==> src/hdl/rrl_pkg.sv <==
// ----------------------------------------------------------------------------
// rrl_pkg
// Shared types and constants of the resource request ledger: table sizes,
// operation and status codes.
// ----------------------------------------------------------------------------
package rrl_pkg;

  localparam int unsigned CUSTOMERS = 8;
  localparam int unsigned RESOURCES = 4;

  localparam int unsigned AMT_W   = 8;
  localparam int unsigned CUST_W  = 3;
  localparam int unsigned AMT_N   = 4;
  localparam int unsigned FAIL_W  = 2;
  localparam int unsigned ROWS    = CUSTOMERS * RESOURCES;
  localparam int unsigned IDX_W   = (RESOURCES > 1) ? $clog2(RESOURCES) : 1;
  localparam int unsigned ROW_W   = (ROWS > 1) ? $clog2(ROWS) : 1;

  typedef enum logic [1:0] {
    MODE_REQUEST  = 2'd0,
    MODE_RELEASE  = 2'd1,
    MODE_LOAD_MAX = 2'd2,
    MODE_LOAD_POOL = 2'd3
  } mode_e;

  typedef enum logic [1:0] {
    STAT_DONE  = 2'd0,
    STAT_AVAIL = 2'd1,
    STAT_NEED  = 2'd2,
    STAT_ALLOC = 2'd3
  } status_e;

  typedef logic [AMT_W-1:0] amt_t;

endpackage

==> src/hdl/rrl_req_if.sv <==
// ----------------------------------------------------------------------------
// rrl_req_if
// Request channel of the ledger: operation, customer and four amounts.
// ----------------------------------------------------------------------------
interface rrl_req_if
  import rrl_pkg::*;
();
  logic              valid;
  logic              ready;
  logic [1:0]        mode;
  logic [CUST_W-1:0] customer;
  logic [AMT_W-1:0]  amount_0;
  logic [AMT_W-1:0]  amount_1;
  logic [AMT_W-1:0]  amount_2;
  logic [AMT_W-1:0]  amount_3;

  modport source (
    output valid, mode, customer, amount_0, amount_1, amount_2, amount_3,
    input  ready
  );
  modport sink (
    input  valid, mode, customer, amount_0, amount_1, amount_2, amount_3,
    output ready
  );
endinterface

// ----------------------------------------------------------------------------
// rrl_rsp_if
// Response channel of the ledger: status and failing resource index.
// ----------------------------------------------------------------------------
interface rrl_rsp_if
  import rrl_pkg::*;
();
  logic              valid;
  logic              ready;
  logic [1:0]        status;
  logic [FAIL_W-1:0] failing_resource;

  modport source (
    output valid, status, failing_resource,
    input  ready
  );
  modport sink (
    input  valid, status, failing_resource,
    output ready
  );
endinterface

==> src/hdl/resource_request_ledger_top.sv <==
// ----------------------------------------------------------------------------
// resource_request_ledger_top
// Banker's-style request/release ledger: a pool per resource and, per
// customer, held and claimable units, updated one resource per cycle by a
// shared compare and add/subtract unit under a small sequencer.
// ----------------------------------------------------------------------------
// sequence: request/release checks resources in turn in ST_CHECK, then updates
//   each in ST_UPDATE before ST_RESP; a failing check ends at once in ST_RESP;
//   loads only sweep ST_UPDATE; bar pool loads, a bad customer goes to ST_RESP
// throughput: one transaction at a time, set by the per-resource step of the
//   shared unit; the next is accepted the cycle after the response is taken
// reset: pool, held and claimable tables clear to zero at once, no sweep
// ----------------------------------------------------------------------------
module resource_request_ledger_top
  import rrl_pkg::*;
(
  input  logic      clk_i,
  input  logic      rst_ni,
  rrl_req_if.sink   req_i,
  rrl_rsp_if.source rsp_o
);

  typedef enum logic [1:0] {
    ST_IDLE,
    ST_CHECK,
    ST_UPDATE,
    ST_RESP
  } state_e;

  state_e                      state_q;
  logic [IDX_W-1:0]            r_q;
  logic [RESOURCES-1:0][AMT_W-1:0] pool_q;
  logic [ROWS-1:0][AMT_W-1:0]  held_q;
  logic [ROWS-1:0][AMT_W-1:0]  claim_q;
  status_e                     status_q;
  logic [FAIL_W-1:0]           fail_q;

  mode_e                       mode_q;
  logic [CUST_W-1:0]           cust_q;
  logic [RESOURCES-1:0][AMT_W-1:0] amt_q;

  logic [AMT_N-1:0][AMT_W-1:0] amt_in;
  logic                        accept;
  logic                        in_range;
  logic                        last;
  logic [ROW_W-1:0]            row;
  amt_t                        a, p, h, c;
  logic [AMT_W:0]              sum_p, sum_h, sum_c;
  amt_t                        sat_p, sat_h, sat_c;

  assign amt_in = {req_i.amount_3, req_i.amount_2, req_i.amount_1, req_i.amount_0};
  assign accept = req_i.valid && req_i.ready;
  assign in_range = 32'(req_i.customer) < CUSTOMERS;
  assign last = r_q == IDX_W'(RESOURCES - 1);
  assign row = ROW_W'(32'(cust_q) * RESOURCES + 32'(r_q));

  // shared unit operands
  assign a = amt_q[r_q];
  assign p = pool_q[r_q];
  assign h = held_q[row];
  assign c = claim_q[row];

  assign sum_p = {1'b0, p} + {1'b0, a};
  assign sum_h = {1'b0, h} + {1'b0, a};
  assign sum_c = {1'b0, c} + {1'b0, a};
  assign sat_p = sum_p[AMT_W] ? '1 : sum_p[AMT_W-1:0];
  assign sat_h = sum_h[AMT_W] ? '1 : sum_h[AMT_W-1:0];
  assign sat_c = sum_c[AMT_W] ? '1 : sum_c[AMT_W-1:0];

  assign req_i.ready = state_q == ST_IDLE;
  assign rsp_o.valid = state_q == ST_RESP;
  assign rsp_o.status = status_q;
  assign rsp_o.failing_resource = fail_q;

  always_ff @(posedge clk_i) begin
    if (accept) begin
      mode_q <= mode_e'(req_i.mode);
      cust_q <= req_i.customer;
      for (int i = 0; i < RESOURCES; i++) begin
        amt_q[i] <= amt_in[i];
      end
    end
  end

  always_ff @(posedge clk_i or negedge rst_ni) begin
    if (!rst_ni) begin
      state_q  <= ST_IDLE;
      r_q      <= '0;
      pool_q   <= '0;
      held_q   <= '0;
      claim_q  <= '0;
      status_q <= STAT_DONE;
      fail_q   <= '0;
    end else begin
      unique case (state_q)
        ST_IDLE: begin
          if (accept) begin
            r_q      <= '0;
            status_q <= STAT_DONE;
            fail_q   <= '0;
            if (mode_e'(req_i.mode) == MODE_LOAD_POOL) begin
              state_q <= ST_UPDATE;
            end else if (!in_range) begin
              state_q <= ST_RESP;
            end else if (mode_e'(req_i.mode) == MODE_LOAD_MAX) begin
              state_q <= ST_UPDATE;
            end else begin
              state_q <= ST_CHECK;
            end
          end
        end
        ST_CHECK: begin
          priority if (mode_q == MODE_REQUEST && a > p) begin
            status_q <= STAT_AVAIL;
            fail_q   <= FAIL_W'(r_q);
            state_q  <= ST_RESP;
          end else if (mode_q == MODE_REQUEST && a > c) begin
            status_q <= STAT_NEED;
            fail_q   <= FAIL_W'(r_q);
            state_q  <= ST_RESP;
          end else if (mode_q == MODE_RELEASE && a > h) begin
            status_q <= STAT_ALLOC;
            fail_q   <= FAIL_W'(r_q);
            state_q  <= ST_RESP;
          end else if (last) begin
            r_q     <= '0;
            state_q <= ST_UPDATE;
          end else begin
            r_q <= r_q + 1'b1;
          end
        end
        ST_UPDATE: begin
          unique case (mode_q)
            MODE_REQUEST: begin
              pool_q[r_q]  <= p - a;
              held_q[row]  <= sat_h;
              claim_q[row] <= c - a;
            end
            MODE_RELEASE: begin
              pool_q[r_q]  <= sat_p;
              held_q[row]  <= h - a;
              claim_q[row] <= sat_c;
            end
            MODE_LOAD_MAX: begin
              held_q[row]  <= '0;
              claim_q[row] <= a;
            end
            MODE_LOAD_POOL: begin
              pool_q[r_q] <= a;
            end
            default: ;
          endcase
          if (last) begin
            state_q <= ST_RESP;
          end else begin
            r_q <= r_q + 1'b1;
          end
        end
        ST_RESP: begin
          if (rsp_o.ready) begin
            state_q <= ST_IDLE;
          end
        end
        default: state_q <= ST_IDLE;
      endcase
    end
  end

  // tables only move during the update sweep
  a_tables_stable: assert property (@(posedge clk_i) disable iff (!rst_ni)
    state_q != ST_UPDATE |=> $stable(pool_q) && $stable(held_q) && $stable(claim_q))
    else $error("ledger tables changed outside update");

  a_no_overlap: assert property (@(posedge clk_i) disable iff (!rst_ni)
    !(req_i.ready && rsp_o.valid))
    else $error("accepting while a response is pending");

  a_done_index: assert property (@(posedge clk_i) disable iff (!rst_ni)
    rsp_o.valid && status_q == STAT_DONE |-> fail_q == '0)
    else $error("failing resource set on a done response");

  a_req_status: assert property (@(posedge clk_i) disable iff (!rst_ni)
    rsp_o.valid && (status_q == STAT_AVAIL || status_q == STAT_NEED)
      |-> mode_q == MODE_REQUEST)
    else $error("request status on a non-request transaction");

  a_rel_status: assert property (@(posedge clk_i) disable iff (!rst_ni)
    rsp_o.valid && status_q == STAT_ALLOC |-> mode_q == MODE_RELEASE)
    else $error("allocation status on a non-release transaction");

endmodule
==> src/flat_wrapper.sv <==
// flat-port wrapper written by rule: the top's interface ports become plain ports
module resource_request_ledger_top_flat import rrl_pkg::*;
  (clk_i, rst_ni, req_i_valid, req_i_mode, req_i_customer, req_i_amount_0, req_i_amount_1, req_i_amount_2, req_i_amount_3, req_i_ready, rsp_o_valid, rsp_o_status, rsp_o_failing_resource, rsp_o_ready);
  rrl_req_if req_i_i ();
  rrl_rsp_if rsp_o_i ();
  input  logic clk_i;
  input  logic rst_ni;
  input wire logic [$bits(req_i_i.valid)-1:0] req_i_valid;
  input wire logic [$bits(req_i_i.mode)-1:0] req_i_mode;
  input wire logic [$bits(req_i_i.customer)-1:0] req_i_customer;
  input wire logic [$bits(req_i_i.amount_0)-1:0] req_i_amount_0;
  input wire logic [$bits(req_i_i.amount_1)-1:0] req_i_amount_1;
  input wire logic [$bits(req_i_i.amount_2)-1:0] req_i_amount_2;
  input wire logic [$bits(req_i_i.amount_3)-1:0] req_i_amount_3;
  output wire logic [$bits(req_i_i.ready)-1:0] req_i_ready;
  output wire logic [$bits(rsp_o_i.valid)-1:0] rsp_o_valid;
  output wire logic [$bits(rsp_o_i.status)-1:0] rsp_o_status;
  output wire logic [$bits(rsp_o_i.failing_resource)-1:0] rsp_o_failing_resource;
  input wire logic [$bits(rsp_o_i.ready)-1:0] rsp_o_ready;
  assign req_i_i.valid = req_i_valid;
  assign req_i_i.mode = req_i_mode;
  assign req_i_i.customer = req_i_customer;
  assign req_i_i.amount_0 = req_i_amount_0;
  assign req_i_i.amount_1 = req_i_amount_1;
  assign req_i_i.amount_2 = req_i_amount_2;
  assign req_i_i.amount_3 = req_i_amount_3;
  assign req_i_ready = req_i_i.ready;
  assign rsp_o_valid = rsp_o_i.valid;
  assign rsp_o_status = rsp_o_i.status;
  assign rsp_o_failing_resource = rsp_o_i.failing_resource;
  assign rsp_o_i.ready = rsp_o_ready;
  resource_request_ledger_top u_core (.clk_i(clk_i), .rst_ni(rst_ni), .req_i(req_i_i), .rsp_o(rsp_o_i));
endmodule
==> config.mk <==
export PLATFORM = sky130hd
export DESIGN_NAME = resource_request_ledger_top_flat
export DESIGN_NICKNAME = d
export VERILOG_FILES = /design/src/hdl/rrl_pkg.sv /design/src/hdl/rrl_req_if.sv /design/src/hdl/resource_request_ledger_top.sv /design/src/flat_wrapper.sv
export SDC_FILE = /design/constraint.sdc
export NUM_CORES = 2
export LEC_CHECK = 0
export BUFFER_PORTS_ARGS = -buffer_cell sky130_fd_sc_hd__buf_2
export CAP_MARGIN = 20
export CORE_UTILIZATION = 30
export DETAILED_ROUTE_END_ITERATION = 10
export GPL_TIMING_DRIVEN = 0
export PLACE_DENSITY = 0.47
export SLEW_MARGIN = 0
export SYNTH_ARGS = -nofsm -noshare
export SYNTH_HDL_FRONTEND = slang
export SYNTH_SLANG_ARGS = --single-unit
==> constraint.sdc <==
create_clock -name clk_i -period 11.4 [get_ports clk_i]
set_clock_uncertainty 0.15 [all_clocks]
set_input_delay 0.57 -clock clk_i [delete_from_list [all_inputs] [get_ports clk_i]]
set_output_delay 0.57 -clock clk_i [all_outputs]
set_load 0.02 [all_outputs]
# Word-level counts from Yosys, hierarchy flattened

Index checks and enable logic that the tools add are counted.

Add/sub/neg operators: 8
$lt $le $gt $ge: 7
Equality and inequality tests: 18
Mux-type cells: 51
Bitwise operators: 2
Reductions and logical operators: 17

Operator list:

| operator                                            | number |
|---|---|
| case mux 256 bit (3 select lines)                   | 2 |
| bitwise mux 256 bit                                 | 5 |
| AND 256 bit                                         | 1 |
| inverter 256 bit                                    | 1 |
| bitwise mux 32 bit                                  | 3 |
| case mux 32 bit (3 select lines)                    | 1 |
| binary-select mux 8 bit (select 5 bit)              | 2 |
| 2-to-1 mux 8 bit                                    | 9 |
| 2-to-1 mux 2 bit                                    | 21 |
| demux 8 bit (select 5 bit)                          | 1 |
| binary-select mux 8 bit (select 2 bit)              | 2 |
| adder 8 x 8 -> 9 bit                                | 3 |
| > comparator 8 bit                                  | 3 |
| subtractor 8 bit                                    | 3 |
| demux 8 bit (select 2 bit)                          | 1 |
| == test 2 bit (second input constant)               | 7 |
| != test 2 bit (second input constant)               | 5 |
| nonzero test 3 bit                                  | 3 |
| case mux 2 bit (2 select lines)                     | 2 |
| case mux 2 bit (4 select lines)                     | 1 |
| logical AND 1 bit                                   | 6 |
| < comparator 5 x 6 -> 1 bit (second input constant) | 1 |
| case mux 2 bit (3 select lines)                     | 1 |
| AND reduction 6 bit                                 | 1 |
| other kinds (14)                                    | 18 |

Register bits: 589
Word-level logic and storage cells: 181

# Longest topological paths before layout

Word-level depth: 9
Depth in mapped cells: 20

# Least setup slack after synthesis

OpenSTA, ideal clock, no wires.

Path kind: reg2reg
From: reg u_core.r_q[0]
To: reg (tool-made name)
Setup time: 0.126 ns
Arrival: 4.832 ns
Required time: 11.124 ns
Slack: 6.292 ns
Stages on the path, launching flop included: 17
Cell sequence: dfrtp_1 buf_4 buf_1 mux4_2 mux4_2 mux2i_1 inv_1 ha_1 fa_1 a211o_1 a2111o_1 a21oi_4 and3_1 buf_4 a211oi_2 buf_6 a221o_1

RTL lines:

| item                     | line                               | text |
|---|---|---|
| start: declaration       | resource_request_ledger_top.sv:31  | `logic [IDX_W-1:0] r_q;` |
| start signal: assignment | resource_request_ledger_top.sv:129 | `r_q <= r_q + 1'b1;` |
| start signal: assignment | resource_request_ledger_top.sv:156 | `r_q <= r_q + 1'b1;` |

==> flow_metrics.py <==
metrics = {
    "finish": {
        "fillers": 12200,
        "drive_gt1_share_pct": 11.8,
        "fin_util_pct": 35.7,
        "nNetsFinal": 4349,
        "stdcell_area_sq_um": 42200,
        "syn2layout_area_growth_pct": 18.0,
        "layoutNonFillerInstCount": 5840,
    },
    "clocking": {
        "hold_buffers": 38,
        "tritoncts": "yes",
        "cts_made_buffers": 77,
        "cts_setup_buffers": 0,
        "clkLatencyLatePin_ns": 0.75,
        "clock_path_buffers": 3,
        "cts_resized": 0,
        "root_buffer": "clkbuf_16",
        "path_clk_slew_ns": 0.06,
        "cts_max_level": 3,
        "cts.sinks": 589,
    },
    "power_and_ir_drop": {
        "p_comb_share_pct": 61.2,
        "leakagePower_nw": 16.8,
        "internal_power_w": 0.00665,
        "ir_worst_vdd_uv": 179,
        "cellPowerDensity_nw_per_um2": 353,
        "switchingPower_w": 0.00822,
        "p_seq_share_pct": 21.3,
        "switching_share_pct": 55.3,
        "clockPowerShare_pct": 17.5,
    },
    "global_route": {
        "overflow": 0,
        "grt.total_usage_pct": 39.6,
        "globalRouteMet1Util_pct": 48.4,
        "grt_antenna_before_repair": 20,
        "grt_pass1_vias": 36500,
        "grt_first_pass_wirelength_um": 324000,
        "met2_usage_pct": 53.6,
        "grtUsageMet3_pct": 17.9,
        "top_usage_layer": "met2",
        "grt_max_degree": 104,
    },
    "route": {
        "ant_nets": 0,
        "drtIter0Drc": 6878,
        "drcViolationCount": 0,
        "wl_per_cell_um": 41.6,
        "firstDrtPassIters": 8,
        "wl_um": 243000,
        "via_per_inst": 6.74,
        "vias": 39300,
    },
    "sta": {
        "worst_pin_slew_ns": 1.36,
        "slew_viol_final": 0,
        "fin_ws_ns": 3.00,
        "finalSetupViolCount": 0,
        "fin_crit_sh_pct": 73.7,
        "finalCriticalPeriod_ns": 8.40,
        "timing.fmax_mhz": 119,
        "finalHoldViolCount": 0,
        "rsz0062_at_grt": "false",
        "relSlewSlack_pct": 9.33,
    },
    "logic_synthesis": {
        "ys_warn_count": 0,
        "synth.largest_area_cell": "dfrtp_1",
        "async_reset_ff_share_pct": 93.7,
        "synth_top_cell_area_share_pct": 38.6,
        "ys_top_cells_by_count": "552 x dfrtp_1, 530 x o21ai_0, 466 x a21oi_1",
        "synthTopCellsByArea": "dfrtp_1 39%, mux4_2 9.9%, o21ai_0 7.4%",
        "synth_area_sq_um": 35800,
        "synth-seq-area-share_pct": 41.7,
        "synth_area_per_cell_sq_um": 8.95,
        "ys_dominant_reg_cell": "dfrtp_1",
        "ys_ff_latch": 589,
        "syn_nets": 4103,
        "synth.distinct_cells": 80,
        "synth_edf_count": 37,
        "synth.most_common_cell": "dfrtp_1",
        "synth_cells": 3996,
    },
    "floorplanning": {
        "dieArea_sq_um": 121000,
        "pin_count": 47,
        "die_y_um": 347,
        "die_w_um": 347,
        "core_area_sq_um": 118000,
        "row_count": 126,
        "start_util_pct": 30.3,
    },
    "flow_run": {
        "maxCapViolCount": 0,
    },
    "place": {
        "dpl_worst_slack_ns": 3.14,
        "dp_hpwl_um": 180000,
        "gp_congestion": 1.12,
        "placed_cell_area_sq_um": 38900,
        "portBuffers": 46,
        "dp.cells": 5639,
    },
    "critical_path": {
        "path_max_fanout": 10,
        "arrival_ns": 8.85,
        "critical_path.startpoint_type": "flop",
        "critPathCaptureType": "flop",
        "crit_type": "reg -> reg",
        "required_ns": 11.85,
    },
    "hold_path": {
        "min_path_type": "in -> reg",
    },
    "status": {
        "outcome": "complete, no violations",
    },
}
final cells by class:
cell class              count  area [sq um]  share of cell area (%)
diodes                      7          17.5                  0.0415
inverters                  53           199                   0.472
clock buffers             110          2180                    5.17
flip-flops and latches    589         14900                    35.4
plain buffers             431          1720                    4.09
well taps                1536          1920                    4.56
repair buffers            167          1850                    4.39
clock inverters            24           375                   0.890
multi-input cells        2923         19000                    45.0
cell families after synthesis:
group,Yosys count,synth area share [%]
xor gates and xnor gates,14,0.343
and+or+nand+nor,1019,12.1
AOI/OAI and AO/OA,1614,26.6
buffers and inverters,484,5.36
adders and majority gates,66,2.44
DFF,589,41.7
muxes,210,11.4
path summary, 6_finish.rpt:
check,cells after the start,slack (ns),startpoint,end
setup / recovery,20,3.00,u_core.r_q[1],flop
hold / removal,3,0.04,req_i_valid,u_core.rsp_o.status[1]
setup reg to reg,20,3.00,u_core.r_q[1],flop
hold reg to reg,2,0.32,flop,flop
max in group asynchronous,4,9.14,rst_ni,async pin
min in group asynchronous,2,0.36,rst_ni,async pin
worst max-delay path, stage by stage, from the launching register on:
cell and delay, ns:
dfrtp_1 0.37, buf_2 0.21, buf_2 0.45, buf_2 0.48
buf_2 0.78, clkbuf_1 0.57, buf_8 0.24, mux4_2 0.44
a22o_1 0.22, a22oi_1 0.12, o21ai_0 0.18, clkbuf_4 0.28
ha_1 0.28, clkbuf_1 0.28, inv_1 0.14, a21oi_1 0.72
clkbuf_1 0.97, buf_1 0.52, nand4_1 0.44, a21oi_1 0.34
nor2_1 0.06
per-layer routing:
metal	up-vias	routed length, um
li1	15400	-
met2	3349	95400
met1	19700	90100
met5	-	73
met3	938	34600
met4	12	23100
power groups by stage:
stage                     Combinational [W]  Clock, W  Sequential [W]
after floorplan                     0.00445         0         0.00300
after global placement              0.00819         0         0.00317
after detailed placement            0.00845         0         0.00316
after CTS                           0.00847   0.00259         0.00314
after global routing                0.00916   0.00267         0.00322
final                               0.00910   0.00260         0.00317
placed cells by master (no fill, tap or decap), types with 12 or more instances in the layout:
master and instances:
mux2_2 17, o2111ai_1 12, a211oi_1 30, dfrtp_1 552, a31oi_1 56, mux2i_1 35, o21ai_0 530, buf_1 29
inv_1 52, o22ai_1 240, nand3_1 57, a21o_1 14, buf_6 27, nor2b_1 24, a21oi_1 466, clkbuf_1 361
buf_2 92, dlygate4sd3_1 38, nand2b_1 21, o211ai_1 17, nor3_1 46, clkbuf_16 77, nand4_1 42, clkbuf_8 13
nor2_1 372, o2bb2ai_1 17, a22oi_1 32, buf_4 14, nand2_1 400, edfxtp_1 37, a22o_1 42, mux4_2 157
o21ai_1 19, ha_1 60, buf_8 40, a221oi_1 44
stage by stage:
stage                     hold slack (ns)  power (W)  setup TNS [ns]
after floorplan                     0.124    0.00745               0
after global placement              0.307     0.0114        -1884.96
after detailed placement            0.315     0.0116               0
after CTS                          0.0104     0.0142               0
after global routing               0.0396     0.0151               0
final                              0.0426     0.0149               0
(Power assumes the default switching activity.)
